==> src/rtl/core/swts_pkg.sv <==
// ----------------------------------------------------------------------------
// swts_pkg
// Types and codes shared by the stop-and-wait transfer sender.
// ----------------------------------------------------------------------------
package swts_pkg;

   typedef enum logic [2:0] {
      PH_IDLE  = 3'd0,
      PH_HELLO = 3'd1,
      PH_WRQ   = 3'd2,
      PH_NEED  = 3'd3,
      PH_DATA  = 3'd4,
      PH_FIN   = 3'd5,
      PH_DONE  = 3'd6,
      PH_FAIL  = 3'd7
   } phase_type;

   // request codes
   localparam logic [2:0] REQ_START     = 3'd0;
   localparam logic [2:0] REQ_CHUNK     = 3'd1;
   localparam logic [2:0] REQ_REPLY     = 3'd2;
   localparam logic [2:0] REQ_TIMEOUT   = 3'd3;
   localparam logic [2:0] REQ_SEND_FAIL = 3'd4;
   localparam logic [2:0] REQ_RECV_FAIL = 3'd5;

   // status codes
   localparam logic [2:0] ST_WAIT    = 3'd0;
   localparam logic [2:0] ST_NEED    = 3'd1;
   localparam logic [2:0] ST_DONE    = 3'd2;
   localparam logic [2:0] ST_RETRY   = 3'd3;
   localparam logic [2:0] ST_SERVER  = 3'd4;
   localparam logic [2:0] ST_LINK    = 3'd5;
   localparam logic [2:0] ST_IGNORED = 3'd6;

   // PDU kinds
   localparam logic [1:0] KIND_HELLO = 2'd0;
   localparam logic [1:0] KIND_WRQ   = 2'd1;
   localparam logic [1:0] KIND_DATA  = 2'd2;
   localparam logic [1:0] KIND_FIN   = 2'd3;

   // register indexes
   localparam logic [1:0] CSR_RETRY_LIMIT = 2'd0;
   localparam logic [1:0] CSR_HELLO_LEN   = 2'd1;
   localparam logic [1:0] CSR_NAME_LEN    = 2'd2;

   localparam int CSR_DATA_W = 9;

   function automatic logic [1:0] kind_of(phase_type ph);
      logic [1:0] k;
      case (ph)
         PH_HELLO: k = KIND_HELLO;
         PH_WRQ:   k = KIND_WRQ;
         PH_DATA:  k = KIND_DATA;
         default:  k = KIND_FIN;
      endcase
      return k;
   endfunction

   function automatic logic seq_of(phase_type ph, logic seq);
      logic s;
      case (ph)
         PH_HELLO: s = 1'b0;
         PH_WRQ:   s = 1'b1;
         default:  s = seq;
      endcase
      return s;
   endfunction

endpackage

==> src/rtl/core/stop_and_wait_transfer_sender.sv <==
// ----------------------------------------------------------------------------
// stop_and_wait_transfer_sender
// Sender side of a four-phase stop-and-wait transfer with retries and
// saturating acknowledge counters.
// ----------------------------------------------------------------------------
//  channel   direction   handshake             contents
//  req_*     in          req_valid/req_ready   one event (start, chunk, reply...)
//  rsp_*     out         rsp_valid/rsp_ready   one result per request
//  csr_*     in          csr_we                retry limit, HELLO/WRQ lengths
//
//  Each request is decoded combinationally; its result is registered and shows
//  on rsp_* the cycle after acceptance. A request is taken every cycle while
//  the result register is empty or being drained, so the rate is one request
//  per clock. rsp_ready low holds the result and stalls req_ready.
//  Reset returns the session to idle and the registers to their defaults.
// ----------------------------------------------------------------------------
module stop_and_wait_transfer_sender #(
   parameter int CHUNK_BYTES_MAX = 512
) (
   input  logic        clock,
   input  logic        reset,

   input  logic        req_valid,
   output logic        req_ready,
   input  logic [2:0]  req_type,
   input  logic [9:0]  req_chunk_length,
   input  logic        req_reply_is_ack,
   input  logic [7:0]  req_reply_seq,
   input  logic        req_reply_has_payload,

   output logic        rsp_valid,
   input  logic        rsp_ready,
   output logic        rsp_transmit,
   output logic [1:0]  rsp_pdu_kind,
   output logic        rsp_pdu_seq,
   output logic [9:0]  rsp_payload_length,
   output logic [2:0]  rsp_status,
   output logic [15:0] rsp_chunks_acked,
   output logic [31:0] rsp_bytes_acked,

   input  logic        csr_we,
   input  logic [1:0]  csr_index,
   input  logic [swts_pkg::CSR_DATA_W-1:0] csr_wdata
);

   localparam logic [9:0] ChunkCap = 10'(CHUNK_BYTES_MAX);

   logic [7:0]  retry_limit_ff;
   logic [7:0]  hello_len_ff;
   logic [8:0]  name_len_ff;

   swts_pkg::phase_type phase_ff, phase_in;
   logic [7:0]  retry_count_ff, retry_count_in;
   logic        seq_bit_ff, seq_bit_in;
   logic [9:0]  pending_len_ff, pending_len_in;
   logic [15:0] chunk_total_ff, chunk_total_in;
   logic [31:0] byte_total_ff, byte_total_in;

   logic        rsp_valid_ff;
   logic        rsp_transmit_ff, rsp_transmit_in;
   logic [1:0]  rsp_pdu_kind_ff;
   logic        rsp_pdu_seq_ff;
   logic [9:0]  rsp_payload_length_ff;
   logic [2:0]  rsp_status_ff, rsp_status_in;

   logic        req_accept;
   logic        waiting;
   logic        retry;
   logic        seq_match;
   logic [9:0]  clen_cut;
   logic [32:0] byte_sum;

   assign req_ready  = !rsp_valid_ff || rsp_ready;
   assign req_accept = req_valid && req_ready;

   // configuration registers
   always_ff @(posedge clock) begin
      if (reset) begin
         retry_limit_ff <= 8'd3;
         hello_len_ff   <= 8'd0;
         name_len_ff    <= 9'd1;
      end else if (csr_we) begin
         case (csr_index)
            swts_pkg::CSR_RETRY_LIMIT: retry_limit_ff <= csr_wdata[7:0];
            swts_pkg::CSR_HELLO_LEN:   hello_len_ff   <= csr_wdata[7:0];
            swts_pkg::CSR_NAME_LEN:    name_len_ff    <= csr_wdata[8:0];
            default: ;
         endcase
      end
   end

   always_comb begin
      waiting   = phase_ff inside {swts_pkg::PH_HELLO, swts_pkg::PH_WRQ,
                                   swts_pkg::PH_DATA, swts_pkg::PH_FIN};
      seq_match = req_reply_is_ack &&
                  (req_reply_seq == {7'd0, swts_pkg::seq_of(phase_ff, seq_bit_ff)});
      clen_cut  = ({22'd0, req_chunk_length} > CHUNK_BYTES_MAX) ? ChunkCap
                                                                 : req_chunk_length;
      byte_sum  = {1'b0, byte_total_ff} + {23'd0, pending_len_ff};

      phase_in        = phase_ff;
      retry_count_in  = retry_count_ff;
      seq_bit_in      = seq_bit_ff;
      pending_len_in  = pending_len_ff;
      chunk_total_in  = chunk_total_ff;
      byte_total_in   = byte_total_ff;
      rsp_transmit_in = 1'b0;
      rsp_status_in   = swts_pkg::ST_IGNORED;
      retry           = 1'b0;

      case (req_type)
         swts_pkg::REQ_START: begin
            if (phase_ff inside {swts_pkg::PH_IDLE, swts_pkg::PH_DONE,
                                 swts_pkg::PH_FAIL}) begin
               chunk_total_in  = 16'd0;
               byte_total_in   = 32'd0;
               seq_bit_in      = 1'b0;
               phase_in        = swts_pkg::PH_HELLO;
               pending_len_in  = {2'd0, hello_len_ff};
               retry_count_in  = 8'd1;
               rsp_transmit_in = 1'b1;
               rsp_status_in   = swts_pkg::ST_WAIT;
            end
         end
         swts_pkg::REQ_CHUNK: begin
            if (phase_ff == swts_pkg::PH_NEED) begin
               if (req_chunk_length == 10'd0) begin
                  phase_in       = swts_pkg::PH_FIN;
                  pending_len_in = 10'd0;
               end else begin
                  phase_in       = swts_pkg::PH_DATA;
                  pending_len_in = clen_cut;
               end
               retry_count_in  = 8'd1;
               rsp_transmit_in = 1'b1;
               rsp_status_in   = swts_pkg::ST_WAIT;
            end
         end
         swts_pkg::REQ_REPLY: begin
            if (waiting) begin
               if (!seq_match) begin
                  retry = 1'b1;
               end else if (phase_ff == swts_pkg::PH_HELLO ||
                            phase_ff == swts_pkg::PH_WRQ) begin
                  if (req_reply_has_payload) begin
                     phase_in      = swts_pkg::PH_FAIL;
                     rsp_status_in = swts_pkg::ST_SERVER;
                  end else if (phase_ff == swts_pkg::PH_HELLO) begin
                     phase_in        = swts_pkg::PH_WRQ;
                     pending_len_in  = {1'b0, name_len_ff};
                     retry_count_in  = 8'd1;
                     rsp_transmit_in = 1'b1;
                     rsp_status_in   = swts_pkg::ST_WAIT;
                  end else begin
                     seq_bit_in    = 1'b0;
                     phase_in      = swts_pkg::PH_NEED;
                     rsp_status_in = swts_pkg::ST_NEED;
                  end
               end else if (phase_ff == swts_pkg::PH_DATA) begin
                  if (chunk_total_ff != 16'hFFFF) begin
                     chunk_total_in = chunk_total_ff + 16'd1;
                  end
                  byte_total_in = byte_sum[32] ? 32'hFFFF_FFFF : byte_sum[31:0];
                  seq_bit_in    = !seq_bit_ff;
                  phase_in      = swts_pkg::PH_NEED;
                  rsp_status_in = swts_pkg::ST_NEED;
               end else begin
                  phase_in      = swts_pkg::PH_DONE;
                  rsp_status_in = swts_pkg::ST_DONE;
               end
            end
         end
         swts_pkg::REQ_TIMEOUT: begin
            retry = waiting;
         end
         swts_pkg::REQ_SEND_FAIL: begin
            if (waiting) begin
               phase_in      = swts_pkg::PH_FAIL;
               rsp_status_in = swts_pkg::ST_LINK;
            end
         end
         swts_pkg::REQ_RECV_FAIL: begin
            if (phase_ff == swts_pkg::PH_DATA || phase_ff == swts_pkg::PH_FIN) begin
               retry = 1'b1;
            end else if (waiting) begin
               phase_in      = swts_pkg::PH_FAIL;
               rsp_status_in = swts_pkg::ST_LINK;
            end
         end
         default: ;
      endcase

      if (retry) begin
         if (retry_count_ff >= retry_limit_ff) begin
            phase_in      = swts_pkg::PH_FAIL;
            rsp_status_in = swts_pkg::ST_RETRY;
         end else begin
            retry_count_in  = retry_count_ff + 8'd1;
            rsp_transmit_in = 1'b1;
            rsp_status_in   = swts_pkg::ST_WAIT;
         end
      end
   end

   // session state
   always_ff @(posedge clock) begin
      if (reset) begin
         phase_ff       <= swts_pkg::PH_IDLE;
         retry_count_ff <= 8'd0;
         seq_bit_ff     <= 1'b0;
         pending_len_ff <= 10'd0;
         chunk_total_ff <= 16'd0;
         byte_total_ff  <= 32'd0;
      end else if (req_accept) begin
         phase_ff       <= phase_in;
         retry_count_ff <= retry_count_in;
         seq_bit_ff     <= seq_bit_in;
         pending_len_ff <= pending_len_in;
         chunk_total_ff <= chunk_total_in;
         byte_total_ff  <= byte_total_in;
      end
   end

   // result register
   always_ff @(posedge clock) begin
      if (reset) begin
         rsp_valid_ff <= 1'b0;
      end else if (req_accept) begin
         rsp_valid_ff <= 1'b1;
      end else if (rsp_ready) begin
         rsp_valid_ff <= 1'b0;
      end
   end

   always_ff @(posedge clock) begin
      if (req_accept) begin
         rsp_transmit_ff       <= rsp_transmit_in;
         rsp_pdu_kind_ff       <= rsp_transmit_in ? swts_pkg::kind_of(phase_in) : 2'd0;
         rsp_pdu_seq_ff        <= rsp_transmit_in &&
                                  swts_pkg::seq_of(phase_in, seq_bit_in);
         rsp_payload_length_ff <= rsp_transmit_in ? pending_len_in : 10'd0;
         rsp_status_ff         <= rsp_status_in;
      end
   end

   assign rsp_valid          = rsp_valid_ff;
   assign rsp_transmit       = rsp_transmit_ff;
   assign rsp_pdu_kind       = rsp_pdu_kind_ff;
   assign rsp_pdu_seq        = rsp_pdu_seq_ff;
   assign rsp_payload_length = rsp_payload_length_ff;
   assign rsp_status         = rsp_status_ff;
   assign rsp_chunks_acked   = chunk_total_ff;
   assign rsp_bytes_acked    = byte_total_ff;

   a_no_tx_fields_zero: assert property (@(posedge clock) disable iff (reset)
      (rsp_valid_ff && !rsp_transmit_ff) |->
         (rsp_pdu_kind_ff == 2'd0 && !rsp_pdu_seq_ff && rsp_payload_length_ff == 10'd0))
      else $error("fields not cleared without transmit");

   a_counters_monotonic: assert property (@(posedge clock) disable iff (reset)
      (req_accept && req_type != swts_pkg::REQ_START) |=>
         (chunk_total_ff >= $past(chunk_total_ff) && byte_total_ff >= $past(byte_total_ff)))
      else $error("acknowledge counter decreased");

   a_fail_status_phase: assert property (@(posedge clock) disable iff (reset)
      req_accept |=> ((rsp_status_ff != swts_pkg::ST_RETRY &&
                       rsp_status_ff != swts_pkg::ST_LINK &&
                       rsp_status_ff != swts_pkg::ST_SERVER) ||
                      phase_ff == swts_pkg::PH_FAIL))
      else $error("failure status without failed session");

   a_hello_seq_zero: assert property (@(posedge clock) disable iff (reset)
      (rsp_valid_ff && rsp_transmit_ff && rsp_pdu_kind_ff == swts_pkg::KIND_HELLO) |->
         !rsp_pdu_seq_ff)
      else $error("HELLO sent with sequence one");

endmodule

==> config.mk <==
export PLATFORM = sky130hd
export DESIGN_NAME = stop_and_wait_transfer_sender
export DESIGN_NICKNAME = d
export VERILOG_FILES = /design/src/rtl/core/swts_pkg.sv /design/src/rtl/core/stop_and_wait_transfer_sender.sv
export SDC_FILE = /design/constraint.sdc
export NUM_CORES = 1
export LEC_CHECK = 0
export BUFFER_PORTS_ARGS = -buffer_cell sky130_fd_sc_hd__clkbuf_2
export CAP_MARGIN = 20
export CORE_MARGIN = 5
export CORE_UTILIZATION = 52
export DETAILED_ROUTE_END_ITERATION = 10
export HOLD_SLACK_MARGIN = 0.02
export PLACE_DENSITY_LB_ADDON = 0.08
export SYNTH_ARGS = -nofsm -noshare
export SYNTH_HDL_FRONTEND = slang
export SYNTH_SLANG_ARGS = --single-unit
==> constraint.sdc <==
create_clock -name clock -period 2.5 [get_ports clock]
set_input_delay 0.125 -clock clock [delete_from_list [all_inputs] [get_ports clock]]
set_output_delay 0.125 -clock clock [all_outputs]
set_load 0.05 [all_outputs]
After elaboration in Yosys (flattened, before gate mapping)
Cells that the tools add are included.
- logic and storage cells: 155
- bits of input ports: 39
- output and inout port bits: 67
- bits in registers: 113
- order comparisons: 2
- reduce and logical (&&, ||, !) cells: 21
- eq/ne operators: 25
- add/subtract/negate cells: 3
- mux-type cells: 89
- operator list (kind ; count):
    32-bit 2-to-1 mux ; 6
    16-bit 2-to-1 mux ; 6
    10-bit 2-to-1 mux ; 9
    8-bit 2-to-1 mux ; 9
    32-bit one-hot mux with 2 select lines ; 1
    3-bit 2-to-1 mux ; 19
    32-bit by 10-bit adder with 33-bit output ; 1
    16-bit one-hot mux with 2 select lines ; 1
    10-bit one-hot mux with 3 select lines ; 1
    3-bit one-hot mux with 5 select lines ; 2
    1-bit 2-to-1 mux ; 25
    8-bit one-hot mux with 3 select lines ; 1
    3-bit == test, second input constant ; 7
    16-bit by 1-bit adder with 16-bit output, second input constant ; 1
    16-bit inequality test, second input constant ; 1
    3-bit by 2-bit == test with 1-bit output, second input constant ; 5
    2-bit inequality test, second input constant ; 6
    10-bit > comparator, second input constant ; 1
    10-bit zero test ; 1
    3-bit by 1-bit == test with 1-bit output, second input constant ; 3
    8-bit by 1-bit adder with 8-bit output, second input constant ; 1
    8-bit by 1-bit == test with 1-bit output ; 1
    8-bit greater-or-equal comparator ; 1
    8-bit AND reduction ; 1
    other kinds (16) ; 30

Depth between registers and ports, before layout
Gate-level depths: netlist (run 1).
- depth after elaboration: 13
- mapped depth: 11
- depth with buffers taken out: 10

Worst setup path after synthesis (run 1)
No wires, ideal clock.
- kind: register -> register
- start point: reg byte_total_ff[0], in the netlist rsp_bytes_acked[0]
- end point: reg byte_total_ff[13], in the netlist rsp_bytes_acked[13]
- arrival time: 2689 ps
- library setup time: 86 ps
- path slack: -275 ps
- data required time: 2414 ps
- cell stages (with the launch flop): 12
- buffers on the path: 1
- period minus slack after synthesis: 2775 ps
- cells stage by stage: dfxtp_1 -> ha_1 -> inv_1 -> fa_1 -> nor2b_1 -> o21a_1 -> o21a_1 -> o211ai_1 -> a21oi_1 -> clkbuf_1 -> o21ai_0 -> a211oi_1
- longest elaborated chain between the ends: 7
- RTL lines (item ; RTL line ; source):
    start, declared ; stop_and_wait_transfer_sender.sv:57 ; logic [31:0] byte_total_ff, byte_total_in;
    start signal, assigned ; stop_and_wait_transfer_sender.sv:220 ; byte_total_ff <= byte_total_in;
    32-bit by 10-bit adder with 33-bit output ; stop_and_wait_transfer_sender.sv:99 ; byte_sum = {1'b0, byte_total_ff} + {23'd0, pending_len_ff};
    32-bit 2-to-1 mux ; stop_and_wait_transfer_sender.sv:163 ; byte_total_in = byte_sum[32] ? 32'hFFFF_FFFF : byte_sum[31:0];
    32-bit 2-to-1 mux ; stop_and_wait_transfer_sender.sv:159 ; end else if (phase_ff == swts_pkg::PH_DATA) begin
    32-bit 2-to-1 mux ; stop_and_wait_transfer_sender.sv:143 ; end else if (phase_ff == swts_pkg::PH_HELLO ||
    32-bit 2-to-1 mux ; stop_and_wait_transfer_sender.sv:141 ; if (!seq_match) begin
    32-bit 2-to-1 mux ; stop_and_wait_transfer_sender.sv:140 ; if (waiting) begin
    32-bit one-hot mux with 2 select lines ; stop_and_wait_transfer_sender.sv:111 ; case (req_type)
Every way passes these cells. The select of a mux whose other input is x is not followed.
A chain may end at the register's enable or synchronous reset.

Worst setup path after layout (run 1)
- start point: reg byte_total_ff[0], in the netlist rsp_bytes_acked[0]
- end point: reg byte_total_ff[26], in the netlist rsp_bytes_acked[26]
The elaborated chain is that of the path after synthesis.

==> results of run 1 <==
## cell usage after synthesis (all sizes together), types with 3 or more instances
library cell,count,area [µm²]
nand4,8,50.1
or3,7,43.8
a221oi,9,85.1
buf,16,76.3
o21a,6,45.0
a31oi,9,56.3
a211oi,24,180
nand3b,3,22.5
and3,20,125
nor3b,6,50.1
nor4,11,81.3
clkbuf,26,97.6
nand3,23,115
o31ai,8,60.1
or2,6,37.5
o211ai,5,37.5
xnor2,9,78.8
a21o,6,45.0
o22ai,6,37.5
a31o,3,26.3
xor2,14,123
a2111oi,3,26.3
a22oi,10,75.1
nor4b,6,58.8
and2,4,25.0
dfxtp,96,1920
nor2b,11,68.8
a41oi,3,26.3
nor3,24,120
o21ai,50,262
nand2b,6,37.5
edfxtp,17,510
a32oi,3,26.3
inv,34,128
ha,20,250
nand2,94,353
mux2i,20,200
or4,4,33.8
a21oi,59,295
nor2,97,364
## final timing paths
kind,startpoint,end,slack (ns),cells after the start
setup / recovery,rsp_bytes_acked[0],rsp_bytes_acked[26],-0.009,12
hold reg to reg,rsp_bytes_acked[3],rsp_bytes_acked[3],0.48,2
setup reg to reg,rsp_bytes_acked[0],rsp_bytes_acked[26],-0.009,12
hold / removal,rsp_ready,rsp_valid,0.03,3
## state kept, by name (all words and copies together), names as in the netlist, 2 cells and up
| signal | count |
|---|---|
| rsp_bytes_acked | 32 |
| retry_limit_ff | 8 |
| hello_len_ff | 8 |
| phase_ff | 3 |
| rsp_status | 3 |
| rsp_chunks_acked | 16 |
| rsp_pdu_kind | 2 |
| retry_count_ff | 8 |
| rsp_payload_length | 10 |
| pending_len_ff | 10 |
| name_len_ff | 9 |
## power by group
group	switching [mW]	internal, mW
sequential	0.0432	1.91
clock	0.900	1.59
combinational	0.446	0.256
total	1.39	3.75
## final cells by class
| class | count | area, µm² | share of cell area, % |
|---|---|---|---|
| Clock buffer | 19 | 443 | 5.13 |
| Sequential cell | 113 | 2450 | 28.3 |
| Clock inverter | 13 | 161 | 1.87 |
| Inverter | 36 | 135 | 1.56 |
| Multi-Input combinational cell | 622 | 4020 | 46.5 |
| Tap cell | 168 | 210 | 2.43 |
| Timing Repair Buffer | 185 | 1220 | 14.1 |
## layer usage
layer / GRT usage, % / wire length, µm
met5: 0 / 0
met1: 35.8 / 9000
met2: 41.3 / 9210
met3: 6.04 / 1510
met4: 8.82 / 479
## cell families after synthesis
family          after synthesis  synth area share, %
simple gates                337                 25.4
xor+xnor                     23                 3.10
fa+ha+maj                    21                 4.16
flops                       113                 37.4
mux                          20                 3.08
compound gates              221                 22.1
buf+inv                      78                 4.75
## worst reg2reg max path: cells and delay by family, from the launching register on
family                   cells  cell delay, ns
AO/OA/AOI/OAI                6            0.98
flip-flops                   1            0.36
adder cells (fa/ha/maj)      2            0.50
buffers and inverters        3            0.40
AND/OR/NAND/NOR              1            0.15
## what timing repair did
| item | 4_1_cts | 5_1_grt |
|---|---|---|
| endpoints found under the setup margin | 24 | 40 |
| endpoints found under the hold margin | 21 | 0 |
| hold buffers | 10 | 0 |
| cloned | 0 | 3 |
| pin swaps | 2 | 21 |
| gates resized for setup | 6 | 55 |
| buffers inserted | 0 | 8 |
==> reports/metrics.yaml, run 1 <==
status: "complete, but fails checks"
violations: "negative setup slack"
die_w_um: 122
place_congestion: 0.960
drive_above_1_share_pct: 27.3
wl_per_cell_um: 17.5
post_dp_cell_area_um2: 7570
synth-seq-cells: 113
crit_fanout: 6
synth.net_count: 873
cp.arrival_ns: 2.82
fillers: 965
layout_commonest_cell: "clkbuf_2"
grt-ovfl-total: 0
dp_hpwl_um: 14100
synth_area_um2: 6500
holdCritPathClass: "in2reg"
io_buffer_count: 105
pre_cts_slack_ns: -0.114
p_per_area_nw_per_um2: 595
crit_path_frequent_cell: "o21a_1"
min_period_over_period_pct: 100
remaining_drc_errors: 0
clock_latency_ns: 0.42
ant_nets: 0
die_y_um: 122
fin_area_um2: 8640
slew_headroom_pct: 56.5
clock_sinks: 113
utilization_pct: 71.3
floorplan.die_area_um2: 14800
grt_max_degree: 48
dp.cells: 1103
async_reset_ff_share_pct: 0
fp-row-count: 40
cts-root-buf: "clkbuf_16"
finClkSkew_ns: 0.00914
clk_path_buf_depth: 2
nets: 1035
ys_warn_count: 0
initial_core_util_pct: 53.7
max_freq_mhz: 399
setup_ws_ns: -0.00890
drv_cap: 0
grt_antenna_before_repair: 0
initialDrtViolationCount: 692
grt_pass1_vias: 6458
tightest_slew_ns: 0.651
track_usage_pct: 26.3
cp.buffers_inverters: 3
ios: 106
synth_edf_count: 17
layout_common_cells: "clkbuf_2, nor2_1, nand2_1"
power_leakage_nw: 3.54
cp_data_required_time_ns: 2.81
worstSetupPathType: "reg2reg"
rsz0062_at_grt: "yes"
hold_ws_ns: 0.0321
startpoint_type: "flop"
cts_tree: "done"
cp-end-kind: "flop"
worst_path_max_delay_cell: "dfxtp_4"
fin_tns_setup_ns: -0.00890
clk_pin_slew_worst_paths_ns: 0.05
post_synth_num_cell_types: 73
seq_area_frac_synth_pct: 37.4
path_cells: "ha_4 -> inv_2 -> fa_2 -> nor2b_1 -> o21a_1 -> o21a_1 -> o211ai_1 -> buf_4 -> a21oi_4 -> buf_6 -> a21oi_1 -> a2111oi_2"
dr.pass1.iters: 5
drv_slew: 0
vias: 6888
syn_inst: 813
vias_per_cell: 5.96
hold_viol: 0
ys.flop_type: "dfxtp_1"
cp_top_family: "compound AO/OA/AOI/OAI gates"
cts_buffers: 17
grt_pass1_wl_um: 31600
syn_to_final_growth_pct: 32.9
core_area_um2: 12100
antennaDiodeCount: 0
fin_crit_ns: 2.51
slowest_delay_ns: 0.36
h-tree-depth: 4
report.final.setup_viol: 1
finalPower_mw: 5.14
syn_area_per_cell_um2: 8.00
instances_no_fill: 1156
vdd_ir_drop_max_mv: 0.502
wl_um: 20200
Note: power is estimated with default switching activity, not from simulation.
==> run 2, diff against run 1 <==
--- a/config.mk
+++ b/config.mk
@@ -15,3 +15,4 @@
 export SYNTH_ARGS = -nofsm -noshare
 export SYNTH_HDL_FRONTEND = slang
 export SYNTH_SLANG_ARGS = --single-unit
+export TNS_END_PERCENT = 5
==> reports/metrics.yaml, run 2 (synthesis gave the netlist of run 1 again) <==
core_area_um2: 12100  # unchanged
drv_slew: 0  # unchanged
clock_latency_ns: 0.42  # about the same
cp.arrival_ns: 2.74  # -0.08 ns
max_freq_mhz: 408  # +2.3%
dr.pass1.iters: 5  # unchanged
cp-endpoint: "rsp_bytes_acked[26]"
syn_to_final_growth_pct: 28.4
clock_sinks: 113  # unchanged
grt_pass1_vias: 6529  # +1.1%
die_w_um: 122  # unchanged
fin_crit_ns: 2.45  # -0.0553 ns
grt-ovfl-total: 0  # unchanged
report.final.setup_viol: 0  # -1
rsz0062_at_grt: "yes"
cts_buffers: 17  # unchanged
ff2ff_path_depth: 11  # -1
clk_pin_slew_worst_paths_ns: 0.05  # about the same
cts_tree: "done"
floorplan.die_area_um2: 14800  # unchanged
tightest_slew_ns: 0.655  # +0.00436 ns
drv_cap: 0  # unchanged
hold_viol: 0  # unchanged
cp_data_required_time_ns: 2.79  # -0.02 ns
initialDrtViolationCount: 642  # -7.2%
finClkSkew_ns: 0.00689  # -0.00225 ns
reg2reg_slack_ns: 0.05  # +0.06 ns
cts-root-buf: "clkbuf_16"
setup_ws_ns: 0.0464  # +0.0553 ns
status: "finished, final reports clean"
power_leakage_nw: 3.46  # -2.3%
ios: 106  # unchanged
crit_fanout: 5  # -1
place_congestion: 0.986  # +2.7%
die_y_um: 122  # unchanged
dp_hpwl_um: 14500  # +3.4%
cp-end-kind: "flop"
grt_antenna_before_repair: 0  # unchanged
holdCritPathClass: "in2reg"
fillers: 1046  # +8.4%
h-tree-depth: 4  # unchanged
io_buffer_count: 105  # unchanged
vias: 6822  # -0.96%
vdd_ir_drop_max_mv: 0.431  # -14%
startpoint_type: "flop"
antennaDiodeCount: 0  # unchanged
dp.cells: 1105  # +0.18%
slew_headroom_pct: 56.2  # -0.29 points
grt_max_degree: 43  # -10%
p_per_area_nw_per_um2: 596  # about the same
layout_common_cells: "clkbuf_2, nor2_1, nand2_1"
wl_um: 20200  # unchanged
drive_above_1_share_pct: 24.9  # -2.5 points
ant_nets: 0  # unchanged
largest_reg_flops: 32  # unchanged
reg2reg_to: "rsp_bytes_acked[26]"
wl_per_cell_um: 17.6  # +0.96%
instances_no_fill: 1145  # -0.95%
fp-row-count: 40  # unchanged
clk_path_buf_depth: 2  # unchanged
fin_tns_setup_ns: 0  # +0.00890 ns
pre_cts_slack_ns: -0.0210  # +0.0933 ns
remaining_drc_errors: 0  # unchanged
layout_commonest_cell: "clkbuf_2"
min_period_over_period_pct: 98.1  # -2.2 points
worstSetupPathType: "reg2reg"
crit_start: "rsp_bytes_acked[0]"
vias_per_cell: 5.96  # about the same
initial_core_util_pct: 53.7  # unchanged
track_usage_pct: 27.7  # +1.4 points
nets: 1024  # -1.1%
rr_startpoint: "rsp_bytes_acked[0]"
grt_pass1_wl_um: 32900  # +4.2%
-- run 2: per-stage QoR --
| step | util, % | total power [mW] | cell area, µm² | hold slack (ns) |
|---|---|---|---|---|
| after floorplan | - | 2.41 | 6510 | 0.250 |
| after global placement | 62.4 | 2.63 | 7560 | 0.358 |
| after detailed placement | 62.4 | 2.64 | 7560 | 0.369 |
| after CTS | 67.8 | 4.96 | 8220 | 0.0223 |
| after global routing | 69.0 | 5.13 | 8350 | 0.0483 |
| final | 69.0 | 4.97 | 8350 | 0.0251 |
-- run 2: what timing repair did --
action                     4_1_cts  5_1_grt
setup buffers                    0        1
cloned                           1        0
hold buffers                     6        0
resized for setup                7       33
pin swaps                        4        1
setup endpoints to repair       14       68
hold endpoints to repair        11        0
-- run 2: worst min path at each step --
| stage | start | to | slack, ns | cells after the start |
|---|---|---|---|---|
| final | csr_wdata[5] | retry_limit_ff[5] | 0.03 | 3 |
| after global routing | csr_wdata[1] | retry_limit_ff[1] | 0.05 | 3 |
| after CTS | csr_wdata[5] | retry_limit_ff[5] | 0.02 | 3 |
| after detailed placement | req_valid | rsp_valid | 0.37 | 3 |
| after global placement | req_valid | rsp_valid | 0.36 | 3 |
| after floorplan | csr_wdata[0] | name_len_ff[0] | 0.25 | 2 |
-- run 2: report_power, final --
part,switching [mW],internal (mW)
Clock,0.827,1.49
Combinational,0.450,0.250
Sequential,0.0443,1.91
Total,1.32,3.65
-- run 2: per-layer routing --
| metal | GRT usage (%) | up-vias | wire [µm] |
|---|---|---|---|
| li1 | - | 3277 | - |
| met1 | 37.3 | 3262 | 9100 |
| met3 | 5.52 | 30 | 1180 |
| met4 | 8.61 | 0 | 279 |
| met2 | 45.0 | 253 | 9630 |
| met5 | 0 | - | 0 |
-- run 2: critical path: stages (launching register included) --
cell       delay, ns
dfxtp_2         0.36
ha_4            0.15
inv_1           0.05
fa_2            0.34
nor2b_1         0.12
o21a_1          0.15
o21a_1          0.16
o211ai_1        0.15
buf_4           0.19
a21o_4          0.24
o31ai_2         0.29
a2111oi_2       0.11
-- run 2: layout make-up --
cell class	count	area [µm²]	area share, %
tap	168	210	2.52
timing repair buffer	174	1090	13.0
clock inverter	6	55.1	0.659
inverter	36	135	1.62
sequential	113	2440	29.3
multi-input combinational	622	3910	46.8
clock buffer	26	510	6.11
==> run 3, diff against run 2 <==
--- a/config.mk
+++ b/config.mk
@@ -5,11 +5,12 @@
 export SDC_FILE = /design/constraint.sdc
 export NUM_CORES = 1
 export LEC_CHECK = 0
-export BUFFER_PORTS_ARGS = -buffer_cell sky130_fd_sc_hd__clkbuf_2
+export ABC_CLOCK_PERIOD_IN_PS = 2500
 export CAP_MARGIN = 20
 export CORE_MARGIN = 5
-export CORE_UTILIZATION = 52
+export CORE_UTILIZATION = 58
 export DETAILED_ROUTE_END_ITERATION = 10
+export DONT_BUFFER_PORTS = 1
 export HOLD_SLACK_MARGIN = 0.02
 export PLACE_DENSITY_LB_ADDON = 0.08
 export SYNTH_ARGS = -nofsm -noshare
==> reports/metrics.yaml, run 3 (synthesis gave the netlist of run 1 again) <==
dp_hpwl_um: 14000  # -3.4%
layout_commonest_cell: "buf_4"
rsz0062_at_grt: "yes"
die_y_um: 116  # -4.9%
floorplan.die_area_um2: 13400  # -9.5%
wl_um: 20200  # +0.17%
fin_area_um2: 8290  # -0.79%
cts_buffers: 17  # unchanged
whs_endpoint: "rsp_chunks_acked[0]"
gr-usage-met2_pct: 47.1  # +2.1 points
finClkSkew_ns: 0.00700  # +0.000101 ns
dp.cells: 1002  # -9.3%
cts-root-buf: "clkbuf_16"
core_area_um2: 10900  # -9.7%
cp-end-kind: "flop"
utilization_pct: 75.8  # +6.8 points
rr_startpoint: "pending_len_ff[1]"
met1_usage_pct: 39.0  # +1.7 points
tightest_slew_ns: 0.867  # +0.212 ns
fin_crit_ns: 2.46  # +0.00423 ns
grt_pass1_vias: 6349  # -2.8%
slew_headroom_pct: 41.8  # -14 points
clk_path_buf_depth: 2  # unchanged
place_congestion: 0.897  # -9.1%
clock_latency_ns: 0.41  # about the same
path_cells: "inv_1 -> fa_2 -> nor2b_2 -> o21a_1 -> o21a_1 -> o211ai_1 -> buf_4 -> a21oi_4 -> buf_12 -> and4b_1 -> nor3_1"
cp_data_required_time_ns: 2.83  # +0.04 ns
worstSetupPathType: "reg2reg"
grt_max_degree: 58  # +35%
track_usage_pct: 29.4  # +1.7 points
holdCritPathClass: "in2reg"
status: "finished, final reports clean"
drive_above_1_share_pct: 20.4  # -4.5 points
nets: 968  # -5.5%
ios: 106  # unchanged
drv_cap: 0  # unchanged
initialDrtViolationCount: 741  # +15%
cp.buffers_inverters: 3  # +1
slowest_delay_ns: 0.44  # +0.08 ns
max_freq_mhz: 407  # -0.17%
h-tree-depth: 4  # unchanged
vias: 6719  # -1.5%
post_dp_cell_area_um2: 7260  # -3.9%
grt-ovfl-total: 0  # unchanged
drv_slew: 0  # unchanged
remaining_drc_errors: 0  # unchanged
layout_common_cells: "buf_4, nor2_1, nand2_1"
ant_nets: 0  # unchanged
ff2ff_path_depth: 11  # unchanged
hold_viol: 0  # unchanged
cts_tree: "done"
p_per_area_nw_per_um2: 612  # +2.8%
fp-row-count: 38  # -5.0%
pre_cts_slack_ns: -0.143  # -0.122 ns
report.final.setup_viol: 0  # unchanged
crit_fanout: 13  # +8
die_w_um: 116  # -4.9%
dr.pass1.iters: 5  # unchanged
vdd_ir_drop_max_mv: 0.571  # +32%
reg2reg_slack_ns: 0.04  # about the same
clock_sinks: 113  # unchanged
vias_per_cell: 6.33  # +6.3%
worst_path_max_delay_cell: "dfxtp_1"
min_from: "reset"
grtUsageMet3_pct: 7.15  # +1.6 points
grt_pass1_wl_um: 31400  # -4.6%
grt_antenna_before_repair: 0  # unchanged
instances_no_fill: 1061  # -7.3%
largest_reg_flops: 32  # unchanged
syn_to_final_growth_pct: 27.4
clk_pin_slew_worst_paths_ns: 0.06  # about the same
busiest_layer: "met2"
wl_per_cell_um: 19.1  # +8.1%
power_leakage_nw: 3.29  # -4.8%
setup_ws_ns: 0.0422  # -0.00423 ns
antennaDiodeCount: 0  # unchanged
startpoint_type: "flop"
io_buffer_count: 0  # -100%
hold_depth: 2  # -1
min_period_over_period_pct: 98.3  # +0.17 points
cp_top_family: "compound AO/OA/AOI/OAI gates"
cp.arrival_ns: 2.78  # +0.04 ns
crit_path_frequent_cell: "o21a_1"
initial_core_util_pct: 59.5  # +5.8 points
reg2reg_to: "rsp_bytes_acked[20]"
run 3: changes by cell type in the layout (fill, tap and decap cells not counted), moves of 4 or more:
cell / before / now
o31ai_2: 5 / 1
buf_4: 59 / 97
dlygate4sd3_1: 6 / 13
clkbuf_2: 105 / 0
o31ai_1: 3 / 7
clkbuf_1: 5 / 1
run 3: layout make-up:
type | instances | area, µm²
inverter | 36 | 135
clock buffer | 19 | 443
multi-input combinational | 622 | 3920
timing repair buffer | 118 | 1010
sequential | 113 | 2440
clock inverter | 13 | 160
tap | 140 | 175
fill | 818 | 2650
run 3: what timing repair did:
action | 4_1_cts | 5_1_grt
cloned | 0 | 1
pin swaps | 3 | 8
gates resized for setup | 6 | 34
hold buffers | 14 | 0
setup endpoints to repair | 32 | 47
buffers inserted | 0 | 12
hold endpoints to repair | 66 | 0
run 3: through the flow:
stage	power (mW)	hold WS, ns	setup TNS, ns
floorplan	2.41	0.250	-0.410
global placement	2.52	0.205	-1.46
detailed placement	2.53	0.208	-2.51
CTS	5.04	0.0532	-0.00218
global route	5.24	0.0616	-0.868
finish	5.07	0.0492	0
run 3: power by group:
part / total, mW / switching (mW) / internal (mW)
combinational: 0.549 / 0.333 / 0.216
clock: 2.49 / 0.898 / 1.59
sequential: 2.03 / 0.124 / 1.91
run 3: metal layers:
layer  routed length (µm)  part of all wire, %
met3                 1660                  8.2
met4                  291                  1.4
met5                    0                    0
met2                 9650                   48
met1                 8620                   43
run 3: worst max path at each step:
| stage | startpoint | end | cells after the start |
|---|---|---|---|
| floorplan | rsp_bytes_acked[0] | rsp_bytes_acked[25] | 11 |
| global placement | seq_bit_ff | rsp_payload_length[4] | 7 |
| detailed placement | seq_bit_ff | rsp_pdu_seq | 7 |
| CTS | rsp_bytes_acked[0] | rsp_bytes_acked[26] | 10 |
| global route | pending_len_ff[1] | rsp_bytes_acked[27] | 11 |
| finish | pending_len_ff[1] | rsp_bytes_acked[20] | 11 |
